===== src/bpfa_pkg.sv =====
package bpfa_pkg;

   localparam int WORD_BITS = 32;
   localparam int BIT_IDX_W = 5;
   localparam int ACTION_W  = 2;
   localparam int PAGE_IN_W = 16;
   localparam int ADDR_W    = 27;
   localparam int STATUS_W  = 2;
   localparam int COUNT_W   = 16;

   typedef enum logic [ACTION_W-1:0] {
      ACT_ALLOC   = 2'd0,
      ACT_FREE    = 2'd1,
      ACT_RESERVE = 2'd2
   } action_type;

   typedef enum logic [STATUS_W-1:0] {
      STAT_OK    = 2'd0,
      STAT_OOM   = 2'd1,
      STAT_RANGE = 2'd2
   } status_type;

   typedef enum logic [2:0] {
      S_CLEAR,
      S_IDLE,
      S_SCAN,
      S_RD_MAP,
      S_MOD_MAP
   } state_type;

   typedef struct packed {
      logic [ACTION_W-1:0]  action;
      logic [PAGE_IN_W-1:0] page_index;
   } req_type;

   typedef struct packed {
      logic [ADDR_W-1:0]   page_address;
      logic [STATUS_W-1:0] status;
      logic [COUNT_W-1:0]  free_total;
   } rsp_type;

   typedef struct packed {
      logic                 any;
      logic [BIT_IDX_W-1:0] idx;
   } ffs_type;

endpackage


===== src/bpfa_ffs.sv =====
// lowest set bit of one word, shared by summary and map searches
module bpfa_ffs (
   input  logic [bpfa_pkg::WORD_BITS-1:0] data,
   output bpfa_pkg::ffs_type              result
);

   always_comb begin
      result.any = |data;
      result.idx = '0;
      for (int i = bpfa_pkg::WORD_BITS - 1; i >= 0; i--) begin
         if (data[i]) begin
            result.idx = bpfa_pkg::BIT_IDX_W'(i);
         end
      end
   end

endmodule

===== config.mk =====
export PLATFORM = sky130hd
export DESIGN_NAME = bpfa_ffs
export DESIGN_NICKNAME = d
export VERILOG_FILES = /design/src/bpfa_pkg.sv /design/src/bpfa_ffs.sv
export SDC_FILE = /design/constraint.sdc
export NUM_CORES = 1
export LEC_CHECK = 0
export ABC_AREA = 0
export BUFFER_PORTS_ARGS = -buffer_cell sky130_fd_sc_hd__buf_2
export CORE_MARGIN = 2
export CORE_UTILIZATION = 25
export DETAILED_ROUTE_END_ITERATION = 7
export REMOVE_ABC_BUFFERS = 1
export SLEW_MARGIN = 10
export SYNTH_ARGS = -nofsm -noshare
export SYNTH_HDL_FRONTEND = slang
export SYNTH_SLANG_ARGS = --single-unit

===== constraint.sdc =====
create_clock -name vclk -period 2.6
set_clock_uncertainty 0.05 [all_clocks]
set_input_delay 0.78 -clock vclk [all_inputs]
set_output_delay 0.78 -clock vclk [all_outputs]
set_load 0.01 [all_outputs]

==> run_results.csv <==
group,metric,value,unit
logic_synthesis,synthTopCellsByCount,"10 x nor2_1, 7 x a21oi_1, 7 x nor4_1",
routing,drt_pass1_iterations,4,
power,fin_total_pwr,0.122,mW
floorplan,floorplan.die.width,43.3,um
critical_path,path_class,"input pin to output pin",
clocking,ctsHoldBuffers,0,
finish,regArea,0,sq um
logic_synthesis,synth_top_area_cell,"nor4_1",
floorplan,rows,14,
routing,route.detailed.drc,0,
global_route,overflow,0,
logic_synthesis,yosysMostFrequentCell,"nor2_1",
routing,wl_per_cell,13.1,um
routing,vias,779,
job,max_cap_viol_count,0,
critical_path,cp_max_fo,2,
place,dpl.cell_count,144,
routing,met2_length,1090,um
floorplan,core,1470,sq um
logic_synthesis,synth_area_leaders,"nor4_1 11%, nor2_1 9.7%, a21oi_1 9.1%",
sta,hold_viol,0,
global_route,grt_pass1_vias,706,
logic_synthesis,netlist_instances,65,
sta,finalMaxSlewViolations,0,
logic_synthesis,avgSynthCellArea,5.93,sq um
floorplan,dieArea,1870,sq um
sta,worst_slew_pin_slew,0.508,ns
sta,finalWorstSetupSlack,-0.253,ns
routing,via_per_inst,5.37,
critical_path,crit_arrival,2.02,ns
global_route,grt_use_total,17.5,%
finish,layout.nets,163,
finish,multi_input_area,487,sq um
outcome,violations,"negative setup slack",
global_route,grt_antenna_before_repair,0,
finish,clockBufferCount,0,
power,pwr-share-clk,0,%
logic_synthesis,synth_area,385,sq um
floorplan,ios,38,
min_path,hold_class,"input pin to output pin",
critical_path,required,1.77,ns
critical_path,critical_path.max_stage_delay,0.48,ns
sta,rsz0062_at_grt,"true",
global_route,grt_max_degree,6,
finish,drive_above_1_share,67.4,%
power,switching_share,45.7,%
power,ir_worst_vdd,0.0687,mV
sta,period_share,110,%
critical_path,worst_path_max_delay_cell,"a2111oi_0",
critical_path,start_kind,"input pin",
routing,wl_met1,710,um
routing,ant_nets,0,
finish,syn_to_final_growth,150,%
critical_path,cp-end-kind,"output pin",
power,power.internal,0.0661,mW
place,gp_congestion,0.847,
power,p_seq_share,0,%
min_path,hp-start,"data[0]",
sta,max_freq,0.351,GHz
critical_path,path_common_cell,"buf_2",
power,combPwrFrac,100.0,%
finish,antenna-diode-count,0,
sta,finalSetupViolCount,6,
logic_synthesis,seq_area_frac_synth,0,%
routing,wirelength,1900,um
place,place_hpwl,1390,um
global_route,grt_first_pass_wirelength,2680,um
routing,drt_iter0_markers,4,
finish,fill_cells,133,
sta,min_period,2.85,ns
logic_synthesis,synth.top_cell.area_share,11.4,%
logic_synthesis,post_synth_num_cell_types,24,
finish,seq_cells,0,
power,power.switching,0.0557,mW
routing,top_layer_used,"met4",
power,p_per_area,126,nW/um^2
floorplan,initial_core_util,26.2,%
floorplan,die_h,43.3,um
outcome,status,"finished with violations",
routing,met3_length,63,um
critical_path,crit_chain,"buf_2 > buf_4 > a2111oi_0 > o31ai_2 > o2111ai_2 > a221oi_2 > buf_2",
finish,final_cells,145,
critical_path,crit_path_start,"data[25]",
place,numPortBuffers,38,
power,leakage,0.446,nW
logic_synthesis,yosysWarnings,0,
sta,slew_headroom,65.3,%
logic make-up (layout without fill, tap and decap cells):
group	count (synthesis)	count (layout)	synth area share [%]
buffers and inverters	6	70	5.84
AOI/OAI and AO/OA	22	22	38.6
and+or+nand+nor	37	37	55.5
power groups by stage:
stage / sequential [mW] / combinational, mW / clock (mW)
after floorplan: 0 / 0.0236 / 0
after global placement: 0 / 0.0935 / 0
after detailed placement: 0 / 0.0950 / 0
after CTS: 0 / 0.100 / 0
after global routing: 0 / 0.132 / 0
final: 0 / 0.122 / 0
area by class of cell:
| class | instances | area share [%] |
|---|---|---|
| inverter | 6 | 2.33 |
| multi-input combinational | 59 | 50.5 |
| tap | 16 | 2.08 |
| timing repair buffer | 64 | 45.1 |
worst max-delay path, delay by kind of cell:
kind                   cells  cell delay [ns]
AOI/OAI and AO/OA          4             0.84
buffers and inverters      3             0.41
per-layer routing:
metal,global-route usage (%),vias to the layer above
met5,0,-
met4,2.42,0
met3,0.426,4
met2,34.3,24
met1,21.1,362
li1,-,389
path summary, 6_finish.rpt:
path | to | cells after the start
worst max-delay path | result[0] | 7
worst min-delay path | result[0] | 4
cell usage in the layout, fill, tap and decap left out, types with 2 or more instances in the layout:
| cell type | n |
|---|---|
| nor2_1 | 7 |
| nor4_1 | 3 |
| o31ai_1 | 2 |
| nor3b_2 | 2 |
| inv_1 | 6 |
| nor3_4 | 2 |
| nand2_1 | 3 |
| buf_2 | 30 |
| buf_6 | 8 |
| a21oi_2 | 2 |
| nor4_2 | 3 |
| buf_4 | 26 |
| o21ai_0 | 2 |
| or4_4 | 3 |
| nor2_4 | 2 |
| a21oi_1 | 5 |
| a2111oi_0 | 2 |
| nor3_1 | 4 |
through the flow:
| step | setup TNS (ns) | setup slack (ns) | area (sq um) | hold WS [ns] | util [%] |
|---|---|---|---|---|---|
| after floorplan | 0 | 0.0557 | 385 | 1.56 | - |
| after global placement | -0.883 | -0.195 | 783 | 1.87 | 53.2 |
| after detailed placement | -0.950 | -0.203 | 783 | 1.87 | 53.2 |
| after CTS | -0.819 | -0.206 | 825 | 1.87 | 56.0 |
| after global routing | -1.27 | -0.318 | 965 | 1.88 | 65.6 |
| final | -1.02 | -0.253 | 965 | 1.86 | 65.6 |
what timing repair did:
item,4_1_cts,5_1_grt
endpoints found under the setup margin,6,6
setup buffers,1,0
gates resized for setup,6,31
pin swaps,8,8
Note: power is estimated with default switching activity, not from simulation.
